**src/sv/b58pe_pkg.sv**
```systemverilog
// Shared package for the prefixed base58 encoder.
// Holds fixed widths, prefix byte codes, the digit alphabet and shared types.
// No dependencies.
package b58pe_pkg;

    localparam int VALUE_W = 64;   // width of the input value field
    localparam int BYTE_W  = 8;    // width of one output text byte
    localparam int DIGIT_W = 6;    // one base58 digit, 0..57
    localparam int CHUNK_W = 8;    // dividend bits retired per divider cycle
    localparam int RADIX   = 58;

    localparam logic [BYTE_W-1:0] PREFIX_UTF8_HI = 8'hC6;
    localparam logic [BYTE_W-1:0] PREFIX_UTF8_LO = 8'h92;
    localparam logic [BYTE_W-1:0] PREFIX_ASCII   = 8'h66;   // 'f'

    typedef logic [BYTE_W-1:0] t_byte;

    // Queue status seen by both sides of the decoupling queue.
    typedef struct packed {
        logic full;
        logic empty;
    } t_fifo_sts;

    // Upper bound on the digit count of a bits-wide value: ceil(bits / log2(58)),
    // rounded up generously so it never falls short.
    function automatic int max_digits(input int bits);
        int n;
        n = (bits * 1000 + 5856) / 5857;
        return n;
    endfunction

    // Map one digit to its alphabet character.
    function automatic t_byte b58_char(input logic [DIGIT_W-1:0] d);
        t_byte c;
        if (d < 6'd9) begin
            c = 8'h31 + BYTE_W'(d);                 // '1'..'9'
        end else if (d < 6'd17) begin
            c = 8'h41 + BYTE_W'(d - 6'd9);          // 'A'..'H'
        end else if (d < 6'd22) begin
            c = 8'h4A + BYTE_W'(d - 6'd17);         // 'J'..'N'
        end else if (d < 6'd33) begin
            c = 8'h50 + BYTE_W'(d - 6'd22);         // 'P'..'Z'
        end else if (d < 6'd44) begin
            c = 8'h61 + BYTE_W'(d - 6'd33);         // 'a'..'k'
        end else begin
            c = 8'h6D + BYTE_W'(d - 6'd44);         // 'm'..'z'
        end
        return c;
    endfunction

endpackage

```
**src/sv/b58pe_if.sv**
```systemverilog
// Channel interfaces of the prefixed base58 encoder: input value and output byte.
// Depends on b58pe_pkg.
interface b58pe_in_if;
    import b58pe_pkg::*;
    logic               valid;
    logic               ready;
    logic [VALUE_W-1:0] value;
    modport source (output valid, output value, input ready);
    modport sink   (input valid, input value, output ready);
endinterface

interface b58pe_out_if;
    import b58pe_pkg::*;
    logic              valid;
    logic              ready;
    logic [BYTE_W-1:0] out_byte;
    logic              last;
    modport source (output valid, output out_byte, output last, input ready);
    modport sink   (input valid, input out_byte, input last, output ready);
endinterface

```
**src/sv/b58pe_front.sv**
```systemverilog
// Front end: accepts a value and splits it into base58 digits with a
// radix-58 restoring divider. Depends on b58pe_pkg and b58pe_in_if.
module b58pe_front #(
    parameter int VALUE_BITS = 64,
    parameter int MAX_DIG    = 11
) (
    input  logic                  i_clk,
    input  logic                  i_rst_n,
    b58pe_in_if.sink              i_in,
    input  b58pe_pkg::t_fifo_sts  i_sts,
    output logic                  o_push,
    output logic [$clog2(MAX_DIG)+MAX_DIG*b58pe_pkg::DIGIT_W-1:0] o_job
);
    import b58pe_pkg::*;

    localparam int PadW   = ((VALUE_BITS + CHUNK_W - 1) / CHUNK_W) * CHUNK_W;
    localparam int NChunk = PadW / CHUNK_W;
    localparam int ChW    = $clog2(NChunk + 1);
    localparam int IdxW   = $clog2(MAX_DIG);

    typedef enum logic [2:0] {
        F_IDLE = 3'b001,
        F_DIV  = 3'b010,
        F_PUSH = 3'b100
    } t_fstate;

    t_fstate                           r_state, n_state;
    logic [PadW-1:0]                   r_work;
    logic [DIGIT_W-1:0]                r_rem;
    logic [ChW-1:0]                    r_chunk;
    logic [IdxW-1:0]                   r_ndig;
    logic [IdxW-1:0]                   r_last;
    logic [MAX_DIG-1:0][DIGIT_W-1:0]   r_dig;

    logic [DIGIT_W:0]                  step;
    logic [DIGIT_W-1:0]                rem;
    logic [CHUNK_W-1:0]                qbits;
    logic [PadW-1:0]                   n_work;
    logic                              last_chunk;
    logic                              done;

    // Eight restoring steps over the top chunk of the working dividend.
    always_comb begin
        rem   = r_rem;
        step  = '0;
        qbits = '0;
        for (int k = 0; k < CHUNK_W; k++) begin
            step = {rem, r_work[PadW-1-k]};
            if (step >= (DIGIT_W+1)'(RADIX)) begin
                qbits[CHUNK_W-1-k] = 1'b1;
                rem = DIGIT_W'(step - (DIGIT_W+1)'(RADIX));
            end else begin
                rem = step[DIGIT_W-1:0];
            end
        end
        n_work     = (r_work << CHUNK_W) | PadW'(qbits);
        last_chunk = (r_chunk == ChW'(NChunk - 1));
        done       = (n_work == '0) || (r_ndig == IdxW'(MAX_DIG - 1));
    end

    always_comb begin
        n_state = r_state;
        unique case (r_state)
            F_IDLE: begin
                if (i_in.valid) n_state = F_DIV;
            end
            F_DIV: begin
                if (last_chunk && done) n_state = F_PUSH;
            end
            F_PUSH: begin
                if (!i_sts.full) n_state = F_IDLE;
            end
            default: n_state = F_IDLE;
        endcase
    end

    always_ff @(posedge i_clk) begin
        if (!i_rst_n) begin
            r_state <= F_IDLE;
        end else begin
            r_state <= n_state;
        end
    end

    always_ff @(posedge i_clk) begin
        if (r_state == F_IDLE && i_in.valid) begin
            r_work  <= PadW'(i_in.value[VALUE_BITS-1:0]);
            r_rem   <= '0;
            r_chunk <= '0;
            r_ndig  <= '0;
        end else if (r_state == F_DIV) begin
            r_work <= n_work;
            if (last_chunk) begin
                r_dig[r_ndig] <= rem;
                r_rem   <= '0;
                r_chunk <= '0;
                r_last  <= r_ndig;
                if (!done) r_ndig <= r_ndig + IdxW'(1);
            end else begin
                r_rem   <= rem;
                r_chunk <= r_chunk + ChW'(1);
            end
        end
    end

    assign i_in.ready = (r_state == F_IDLE);
    assign o_push     = (r_state == F_PUSH) && !i_sts.full;
    assign o_job      = {r_last, r_dig};

endmodule

```
**src/sv/b58pe_fifo.sv**
```systemverilog
// Two-entry queue between the digit front end and the byte back end.
// Depends on b58pe_pkg.
module b58pe_fifo #(
    parameter int W = 70
) (
    input  logic                 i_clk,
    input  logic                 i_rst_n,
    input  logic                 i_push,
    input  logic [W-1:0]         i_din,
    input  logic                 i_pop,
    output logic [W-1:0]         o_dout,
    output b58pe_pkg::t_fifo_sts o_sts
);
    import b58pe_pkg::*;

    logic [W-1:0] r_mem [2];
    logic         r_wp;
    logic         r_rp;
    logic [1:0]   r_cnt;

    always_ff @(posedge i_clk) begin
        if (!i_rst_n) begin
            r_wp  <= 1'b0;
            r_rp  <= 1'b0;
            r_cnt <= '0;
        end else begin
            if (i_push) r_wp <= ~r_wp;
            if (i_pop)  r_rp <= ~r_rp;
            case ({i_push, i_pop})
                2'b10:   r_cnt <= r_cnt + 2'd1;
                2'b01:   r_cnt <= r_cnt - 2'd1;
                default: r_cnt <= r_cnt;
            endcase
        end
    end

    always_ff @(posedge i_clk) begin
        if (i_push) r_mem[r_wp] <= i_din;
    end

    assign o_dout      = r_mem[r_rp];
    assign o_sts.full  = (r_cnt == 2'd2);
    assign o_sts.empty = (r_cnt == 2'd0);

endmodule

```
**src/sv/b58pe_back.sv**
```systemverilog
// Back end: emits prefix bytes and the digits of the queue head, most
// significant first, through a registered output. Depends on b58pe_pkg, b58pe_out_if.
module b58pe_back #(
    parameter int MAX_DIG = 11
) (
    input  logic                 i_clk,
    input  logic                 i_rst_n,
    input  logic                 i_ascii,
    input  logic [$clog2(MAX_DIG)+MAX_DIG*b58pe_pkg::DIGIT_W-1:0] i_job,
    input  b58pe_pkg::t_fifo_sts i_sts,
    output logic                 o_pop,
    b58pe_out_if.source          o_out
);
    import b58pe_pkg::*;

    localparam int IdxW = $clog2(MAX_DIG);

    typedef enum logic [2:0] {
        B_IDLE = 3'b001,
        B_PRE1 = 3'b010,
        B_DIG  = 3'b100
    } t_bstate;

    t_bstate                          r_state, n_state;
    logic [IdxW-1:0]                  r_idx;
    logic                             r_ovalid;
    t_byte                            r_obyte;
    logic                             r_olast;

    logic [IdxW-1:0]                  h_last;
    logic [MAX_DIG-1:0][DIGIT_W-1:0]  h_dig;
    logic                             slot_free;
    logic                             emit;
    t_byte                            e_byte;
    logic                             e_last;

    assign {h_last, h_dig} = i_job;
    assign slot_free       = !r_ovalid || o_out.ready;

    always_comb begin
        n_state = r_state;
        emit    = 1'b0;
        e_byte  = PREFIX_ASCII;
        e_last  = 1'b0;
        o_pop   = 1'b0;
        unique case (r_state)
            B_IDLE: begin
                if (!i_sts.empty && slot_free) begin
                    emit    = 1'b1;
                    e_byte  = i_ascii ? PREFIX_ASCII : PREFIX_UTF8_HI;
                    n_state = i_ascii ? B_DIG : B_PRE1;
                end
            end
            B_PRE1: begin
                if (slot_free) begin
                    emit    = 1'b1;
                    e_byte  = PREFIX_UTF8_LO;
                    n_state = B_DIG;
                end
            end
            B_DIG: begin
                if (slot_free) begin
                    emit   = 1'b1;
                    e_byte = b58_char(h_dig[r_idx]);
                    e_last = (r_idx == '0);
                    if (r_idx == '0) begin
                        o_pop   = 1'b1;
                        n_state = B_IDLE;
                    end
                end
            end
            default: n_state = B_IDLE;
        endcase
    end

    always_ff @(posedge i_clk) begin
        if (!i_rst_n) begin
            r_state  <= B_IDLE;
            r_ovalid <= 1'b0;
        end else begin
            r_state <= n_state;
            if (slot_free) r_ovalid <= emit;
        end
    end

    always_ff @(posedge i_clk) begin
        if (emit) begin
            r_obyte <= e_byte;
            r_olast <= e_last;
        end
        if (r_state == B_IDLE) begin
            r_idx <= h_last;
        end else if (r_state == B_DIG && slot_free && r_idx != '0) begin
            r_idx <= r_idx - IdxW'(1);
        end
    end

    assign o_out.valid    = r_ovalid;
    assign o_out.out_byte = r_obyte;
    assign o_out.last     = r_olast;

endmodule

```
**src/sv/base58_prefixed_encoder.sv**
```systemverilog
// Top level of the prefixed base58 encoder: config register, front end,
// queue and back end. Depends on b58pe_pkg, b58pe_if, b58pe_front, b58pe_fifo and b58pe_back.

// Each transaction on i_in carries one value; its low VALUE_BITS bits are
// turned into text sent on o_out one byte per transaction: first the prefix
// (0xC6 0x92 when the ascii_prefix register is 0, the single byte 'f' when it
// is 1), then the base58 digits, most significant first, with last set on the
// final byte. Zero encodes as the digit '1'. Digits come from a radix-58
// restoring divider that retires 8 dividend bits per cycle; the front end
// takes no new value until the digits of the last one are pushed, and that
// divider sets the sustained rate. The back end sends the prefix and then
// one byte per digit, at one per cycle unless o_out stalls, while the
// front end already works on the next value; a two-entry queue sits between
// them. Write ascii_prefix through i_cfg_we/i_cfg_wdata only while the block
// is idle.
module base58_prefixed_encoder #(
    parameter int VALUE_BITS = 64
) (
    input  logic        i_clk,
    input  logic        i_rst_n,
    b58pe_in_if.sink    i_in,
    b58pe_out_if.source o_out,
    input  logic        i_cfg_we,
    input  logic        i_cfg_wdata
);
    import b58pe_pkg::*;

    localparam int MaxDig = max_digits(VALUE_BITS);
    localparam int JobW   = $clog2(MaxDig) + MaxDig * DIGIT_W;

    logic            r_ascii;
    logic            push;
    logic            pop;
    logic [JobW-1:0] job_in;
    logic [JobW-1:0] job_out;
    t_fifo_sts       sts;

    // Prefix select register; reset picks the UTF-8 prefix.
    always_ff @(posedge i_clk) begin
        if (!i_rst_n) begin
            r_ascii <= 1'b0;
        end else if (i_cfg_we) begin
            r_ascii <= i_cfg_wdata;
        end
    end

    // Split the value into digits, least significant first.
    b58pe_front #(
        .VALUE_BITS (VALUE_BITS),
        .MAX_DIG    (MaxDig)
    ) u_front (
        .i_clk   (i_clk),
        .i_rst_n (i_rst_n),
        .i_in    (i_in),
        .i_sts   (sts),
        .o_push  (push),
        .o_job   (job_in)
    );

    // Hold finished digit sets until the back end is free.
    b58pe_fifo #(
        .W (JobW)
    ) u_fifo (
        .i_clk   (i_clk),
        .i_rst_n (i_rst_n),
        .i_push  (push),
        .i_din   (job_in),
        .i_pop   (pop),
        .o_dout  (job_out),
        .o_sts   (sts)
    );

    // Emit prefix and digits, most significant first.
    b58pe_back #(
        .MAX_DIG (MaxDig)
    ) u_back (
        .i_clk   (i_clk),
        .i_rst_n (i_rst_n),
        .i_ascii (r_ascii),
        .i_job   (job_out),
        .i_sts   (sts),
        .o_pop   (pop),
        .o_out   (o_out)
    );

endmodule

```
**src/flat_wrapper.sv**
```systemverilog
// flat-port wrapper written by rule: the top's interface ports become plain ports
module base58_prefixed_encoder_flat import b58pe_pkg::*;
#(
    parameter int VALUE_BITS = 64
)
  (i_clk, i_rst_n, i_cfg_we, i_cfg_wdata, i_in_valid, i_in_value, i_in_ready, o_out_valid, o_out_out_byte, o_out_last, o_out_ready);
  b58pe_in_if i_in_i ();
  b58pe_out_if o_out_i ();
  input  logic i_clk;
  input  logic i_rst_n;
  input  logic i_cfg_we;
  input  logic i_cfg_wdata;
  input wire logic [$bits(i_in_i.valid)-1:0] i_in_valid;
  input wire logic [$bits(i_in_i.value)-1:0] i_in_value;
  output wire logic [$bits(i_in_i.ready)-1:0] i_in_ready;
  output wire logic [$bits(o_out_i.valid)-1:0] o_out_valid;
  output wire logic [$bits(o_out_i.out_byte)-1:0] o_out_out_byte;
  output wire logic [$bits(o_out_i.last)-1:0] o_out_last;
  input wire logic [$bits(o_out_i.ready)-1:0] o_out_ready;
  assign i_in_i.valid = i_in_valid;
  assign i_in_i.value = i_in_value;
  assign i_in_ready = i_in_i.ready;
  assign o_out_valid = o_out_i.valid;
  assign o_out_out_byte = o_out_i.out_byte;
  assign o_out_last = o_out_i.last;
  assign o_out_i.ready = o_out_ready;
  base58_prefixed_encoder #(.VALUE_BITS(VALUE_BITS)) u_core (.i_clk(i_clk), .i_rst_n(i_rst_n), .i_in(i_in_i), .o_out(o_out_i), .i_cfg_we(i_cfg_we), .i_cfg_wdata(i_cfg_wdata));
endmodule
```
**config.mk**
```make
export PLATFORM = sky130hd
export DESIGN_NAME = base58_prefixed_encoder_flat
export DESIGN_NICKNAME = d
export VERILOG_FILES = /design/src/sv/b58pe_pkg.sv /design/src/sv/b58pe_if.sv /design/src/sv/b58pe_front.sv /design/src/sv/b58pe_fifo.sv /design/src/sv/b58pe_back.sv /design/src/sv/base58_prefixed_encoder.sv /design/src/flat_wrapper.sv
export SDC_FILE = /design/constraint.sdc
export NUM_CORES = 1
export LEC_CHECK = 0
export ABC_AREA = 1
export BUFFER_PORTS_ARGS = -buffer_cell sky130_fd_sc_hd__buf_2
export CAP_MARGIN = 30
export CORE_MARGIN = 4
export CORE_UTILIZATION = 50
export DETAILED_ROUTE_END_ITERATION = 10
export GPL_ROUTABILITY_DRIVEN = 0
export PLACE_DENSITY = 0.67
export SYNTH_ARGS = -nofsm -noshare
export SYNTH_HDL_FRONTEND = slang
export SYNTH_HIERARCHICAL = 1
export SYNTH_SLANG_ARGS = --single-unit
```
**constraint.sdc**
```tcl
create_clock -name i_clk -period 11.6 [get_ports i_clk]
set_input_delay 0 -clock i_clk [delete_from_list [all_inputs] [get_ports i_clk]]
set_output_delay 0 -clock i_clk [all_outputs]
set_load 0.02 [all_outputs]
```
==> results list, run 1 <==
* Final worst clock skew: 0.0128 ns
* Post-synthesis share of cell area spent on and, or, nand and nor gates: 0.218
- For this configuration, the core starts out at a cell density of 0.513.
* Clk sink count: 314
- Root buf cell: clkbuf_16
* Total overflow reported by the global router: 0
- Number of standard-cell rows in the floorplan: 64
- Run status: completed
- After technology mapping, the gate count stands at 1457.
- The total count of hold-check failures in the final report came to 0.
- Counting stages on the worst path, the most repeated cell is nand2_1.
- WP data required: 11.84 ns
* Final cell utilization of the core: 0.592
- The worst setup path is launched from a register.
- Hold EP: u_core/u_front/r_state[1]
- The synthesized design contains 287 enable-type register cells.
- Async set-reset flop share out of synthesis: 0
* Synthesized Nets: 1555
- Hold-fix buffers at CTS: 69
- Adder-cell share of the synthesized area: 0.0221
- Max clock buf depth: 3
* Main combinational cell family by area after synthesis: simple AND/OR/NAND/NOR gates
- Via count of the routed design: 10927
* Cell depth of the worst hold path: 7
* Largest fanout on the critical path: 11
* Cell taking the most area after synthesis: edfxtp_1
* Final count of negative-setup-slack endpoints: 0
- TritonCTS clock tree: built
- Dividing the detail-routed wire length by the instance count gives 17.4 µm.
* Post-CTS setup-driven buffer insertion count: 0
* Area delta synth->final: 15.5%
- The tool flagged a number of max-cap violations equal to 0.
- Max incr delay on CP: 0.44 ns
* Pin count of the biggest net entering global routing: 108
- Yosys top cell area share: 0.544
* Overall track demand over capacity in global routing: 0.206
- Measured slew at the worst slew-check pin: 0.974 ns
- Post-route setup TNS: 0 ns
- Share of the synthesized netlist area taken by xor and xnor gates: 0.0110
- The endpoint identified for the worst register-to-register timing path is u_core/u_front/o_job[15].
- Classification of the worst-slack hold path: input pin to register
- Tightest slew margin relative to the limit: 0.351
- Of the post-synthesis cell area, the part taken by muxes is 0.0663.
* Netlist cell types: 51
- Before antenna repair, the detailed router went through 7 iterations.
- Share of synthesized area occupied by flip-flops and latches: 0.578
* Max-slew violations: 0
- Net count reported at finish: 1715
- CP arrival: 8.23 ns
- Via density per instance: 5.37
- Share of final-layout standard cells stronger than drive strength 1: 0.215
* Core outline area: 30900 µm²
* Post-layout min period: 7.99 ns
- In the finished design, the share of the clock period the worst path needs comes to 0.689.
- Total DRC errors in the routed layout: 0
* Commonest cells after routing, fill and taps aside: nand2_1 (346), edfxtp_1 (287), inv_1 (142)
- The detailed router finished its first iteration with 734 violations.
- Number of global-route vias before repair: 10965
- The first global-routing pass estimated 56600 µm of wire.
* Combined area of all synthesized cells: 15900 µm²
- Setup repair after global routing missed its margin: no
- The floorplan step set the die height to 186 µm.
* Estimated wirelength of the detail-placed design: 22600 µm
- Static timing analysis puts the maximum clock frequency at 125 MHz.
* Cells on worst reg2reg path: 55
- Die Area: 34600 µm²
- Insertion delay to the later sink of the worst-skew pair: 0.50 ns
- For this run, the leading register cell type out of synthesis is edfxtp_1.
* Antenna violations before repair: 1
* Hold path startpoint: i_in_valid
- Post-route antenna net violation count: 0
* # port buffers: 80
- TritonCTS created 35 clock buffers.
- After synthesis, the cell types taking the most area are edfxtp_1 (54%), nand2_1 (8.2%), mux2_4 (6.6%).
* Worst-path clk slew: 0.06 ns
* Register-to-register setup slack: 3.61 ns
- Die span in x: 186 µm
* Number of H-tree levels: 2
- The slowest stage of the critical path belongs to the cell and2_1.
- Setup Crit Path Kind: register to register
- The startpoint identified for the worst register-to-register timing path is u_core/u_front/r_rem[0].
* # resized after CTS: 0
- Most common library cell in the layout ignoring fill and taps: nand2_1
- In this run, synthesis produced a sequential element count of 314.
- A synthesized cell averages 10.9 µm².
- For this run, the number of Yosys warnings is 6.
- The worst setup path is captured at a register.
- For this block, the routed nets add up to 35300 µm of wire.
- During I/O placement, the number of pins put on the boundary was 81.
* Fraction of the mapped netlist area in compound gates: 0.0452
[metrics by stage]
step                      instances  instance area (µm²)  worst slack (ns)  hold slack [ns]
final                          2034                18300              3.61           0.0243
after global routing           2034                18300              2.89            0.113
after CTS                      2031                18300              3.63           0.0111
after detailed placement       1905                16600              3.67            0.247
after global placement         1904                16500              4.11            0.240
after floorplan                1457                15900              4.71           0.0986
[worst max path at each step]
stage,startpoint,to,slack [ns]
final,u_core/u_front/r_rem[0],u_core/u_front/o_job[15],3.61
after global routing,u_core/u_front/r_rem[0],u_core/u_front/o_job[63],2.89
after CTS,u_core/u_front/r_rem[0],u_core/u_front/o_job[63],3.63
after detailed placement,u_core/u_front/r_rem[0],u_core/u_front/o_job[39],3.67
after global placement,u_core/u_front/r_rem[0],u_core/u_front/o_job[9],4.11
after floorplan,u_core/u_front/r_rem[0],u_core/u_front/o_job[15],4.71
[final cells by class]
type | count | area [µm²]
fill | 2471 | 12600
sequential | 314 | 9160
multi-input combinational | 939 | 5790
timing repair buffer | 160 | 1230
clock buffer | 45 | 913
inverter | 167 | 629
tap | 396 | 495
clock inverter | 12 | 83.8
antenna | 1 | 2.50
[sequential cells by signal, indices dropped and copies added, names as in the netlist, 3 cells and up, named ones only]
register,cells
u_core/u_front/r_rem,6
u_core/u_back/r_state,3
u_core/u_back/o_out.out_byte,8
u_core/u_front/r_chunk,4
u_core/u_fifo/r_mem,140
u_core/u_front/r_last,4
u_core/u_front/r_work,64
u_core/u_front/r_state,3
u_core/u_back/r_idx,4
u_core/u_front/r_ndig,4
u_core/u_front/o_job,66
[metal layers]
metal / global-route usage / wire length (µm) / up-vias / share of wire
met5: 0 / 0 / - / 0
met4: 0.0708 / 1240 / 0 / 0.035
met3: 0.0334 / 2280 / 86 / 0.065
met2: 0.351 / 17100 / 392 / 0.48
met1: 0.269 / 14700 / 5146 / 0.42
li1: - / - / 5303 / -
[cell usage after synthesis, drive strengths merged, types with 3 or more instances]
cell type	n
a21boi	3
a21oi	27
and2	4
buf	21
clkbuf	16
dfxtp	27
edfxtp	287
ha	28
inv	166
mux2	70
nand2	405
nand3	102
nand3b	3
nand4	43
nor2	104
nor3	20
nor4	9
o211ai	9
o21ai	81
or2	5
xnor2	7
xor2	13
[critical path: cells and delay by family (launching register included)]
kind            cells  cell delay, ns
flops               1            0.35
buf+inv             8            0.52
fa+ha+maj           8            1.79
simple gates       38            4.85
compound gates      1            0.14
[cell families after synthesis]
family / Yosys count
xor gates and xnor gates: 20
muxes: 70
adders and majority gates: 28
AOI/OAI and AO/OA: 125
and+or+nand+nor: 696
buffers and inverters: 204
DFF: 314
Power of run 1 is left out: the tool's default activity adds up to more than one toggle a clock period on the data nets, which glitch-free logic cannot reach.
==> inputs of run 2 (changes only) <==
==> constraint.sdc (replaced) <==
create_clock -name i_clk -period 7.7 [get_ports i_clk]
set_input_delay 0 -clock i_clk [delete_from_list [all_inputs] [get_ports i_clk]]
set_output_delay 0 -clock i_clk [all_outputs]
set_load 0.02 [all_outputs]
==> results list, run 2 (synthesis gave the netlist of run 1 again) <==
- Max incr delay on CP: 0.32 ns
- Entering global routing, the biggest net connects 107 pins.
- The endpoint identified for the worst register-to-register timing path is u_core/u_front/o_job[8].
* Global route hottest layer: met2
- I/O pin count: 81
* Root buf cell: clkbuf_16
- Number of standard-cell rows in the floorplan: 64
- Across all layers, the routed design uses 11012 vias.
* Clk sink count: 314
- Of all nets on the critical path, the largest fanout is 10.
- For the pin with the worst max-slew slack, the measured transition is 1.01 ns.
* First-pass detailed-route iteration total: 6
- The number of pins with negative max-slew slack in the final report was 0.
- The startpoint identified for the worst register-to-register timing path is u_core/u_front/r_rem[0].
- Startpoint Class: register
- Summing all non-filler instances in the final layout gives an area of 18600 µm².
* Total CTS buffers: 34
* Tightest slew margin relative to the limit: 0.323
* Worst-path clk slew: 0.06 ns
- Counting stages on the worst path, the most repeated cell is nand2_1.
* Total DRC errors in the routed layout: 0
- Total overflow reported by the global router: 0
* Final count of negative-setup-slack endpoints: 0
* Estimated wirelength of the detail-placed design: 22500 µm
* Final worst clock skew: 0.0124 ns
- Fillcell total: 2457
- Die Area: 34600 µm²
- Counting flops per register, the top entry is u_core/u_fifo/r_mem.
- Hold violation total from the final report: 0
* Total routed wirelength: 35500 µm
- 0 antenna diodes ended up in the layout.
- Insertion delay to the later sink of the worst-skew pair: 0.51 ns
- For this run, the total global-route usage over all layers was measured as 0.206.
* Initial cell density of the core: 0.513
- Commonest cells after routing, fill and taps aside: nand2_1 (346), edfxtp_1 (287), inv_1 (142)
- Antenna violations before repair: 0
- From synthesis to final layout, the design area changed by 17.0%.
- Timing would allow up to 138 MHz.
- Cells on worst reg2reg path: 57
- Combined flip-flop and latch cell area: 9160 µm²
- For this run, the number of standard cells in the final layout without fillers is 2053.
- Flip-flop count of the largest register, all copies and words added: 140
* Routed WL per cell: 17.3 µm
- Cell type of the slowest stage on the worst timing path: dfxtp_1
- The path with the worst hold slack has its endpoint at u_core/u_front/r_state[1].
* Cell Count Post-Placement: 1907
* Register-to-register setup slack: 0.47 ns
- In this run the cell area measured after placement is 16500 µm².
* Via density per instance: 5.36
* Share of final-layout standard cells stronger than drive strength 1: 0.231
- Period utilisation layout: 0.939
- Total area of multi-input combinational cells: 5820 µm²
- Cell depth of the worst hold path: 7
- In this run the remaining antenna-violating nets after routing total 0.
- In this run the most critical hold path is launched from i_in_valid.
- First-pass GRT wire length: 56800 µm
- The tool flagged a number of max-cap violations equal to 0.
- TritonCTS built the clock tree.
- Die span in x: 186 µm
- Setup Crit Path Kind: register to register
- Smallest hold slack: 0.0251 ns
- Post-layout min period: 7.23 ns
- The region available for standard cell placement spans 30900 µm².
- WP data required: 7.97 ns
- Measured along the y axis, the die boundary spans 186 µm.
* Routing usage on met2: 0.358
- CP arrival: 7.50 ns
- In the global route stage, met1 resource usage came out at 0.272.
* Routing usage on met3: 0.0322
* # port buffers: 80
* Number of global-route vias before repair: 10943
- For this run, the post-layout net count is 1729.
- The H-tree was split into 2 levels.
- Run status: completed
- Kind of end point of the critical path: register
- The longest clock path from root to sink contains 3 buffers.
- The path class of the tightest hold or removal check is input pin to register.
- Number of design-rule violations left by the first detailed-router iteration: 973
* Most common library cell in the layout ignoring fill and taps: nand2_1
[run 2: changes by cell type in the layout (fill, tap and decap cells not counted), sizes merged]
cell,delta
buf,+15
clkbuf,+2
clkinv,+2
inv,+2
clkinvlp,-1
diode,-1
[run 2: cell type report]
class                      count  share of cell area
clock buffer                  47              0.0513
sequential                   314               0.494
timing repair buffer         175              0.0739
inverter                     167              0.0339
multi-input combinational    939               0.314
clock inverter                15             0.00654
tap                          396              0.0267
[run 2: worst max path at each step]
| stage | end | slack, ns | startpoint |
|---|---|---|---|
| after floorplan | u_core/u_front/o_job[15] | 0.81 | u_core/u_front/r_rem[0] |
| after global placement | u_core/u_front/o_job[39] | 0.28 | u_core/u_front/r_rem[0] |
| after detailed placement | u_core/u_front/o_job[39] | -0.05 | u_core/u_front/r_rem[0] |
| after CTS | u_core/u_front/o_job[49] | 0.003 | u_core/u_front/r_rem[0] |
| after global routing | u_core/u_front/o_job[8] | -0.08 | u_core/u_front/r_rem[0] |
| final | u_core/u_front/o_job[8] | 0.47 | u_core/u_front/r_rem[0] |
[run 2: what timing repair did]
item	4_1_cts	5_1_grt
buffers inserted	0	12
hold buffers	69	0
gates resized for setup	1	10
hold endpoints to repair	77	0
pin swaps	0	13
endpoints found under the setup margin	11	67
[run 2: critical path: cells and delay by family (launching register included)]
kind | cells | cell delay [ns]
and+or+nand+nor | 38 | 4.15
adders and majority gates | 8 | 1.68
buffers and inverters | 10 | 0.75
DFF | 1 | 0.32
AOI/OAI and AO/OA | 1 | 0.09
[run 2: layer usage]
metal,wire (µm),vias to the layer above
met3,2050,68
met5,0,-
li1,-,5347
met1,15100,5213
met2,17500,384
met4,899,0
[run 2: per-stage QoR]
stage                     setup TNS (ns)   util  worst slack, ns
after floorplan                        0      -            0.811
after global placement                 0  0.535            0.279
after detailed placement          -0.504  0.535          -0.0460
after CTS                              0  0.592          0.00310
after global routing               -2.67  0.600          -0.0818
final                                  0  0.600            0.472
Power of run 2 is left out for the same reason.
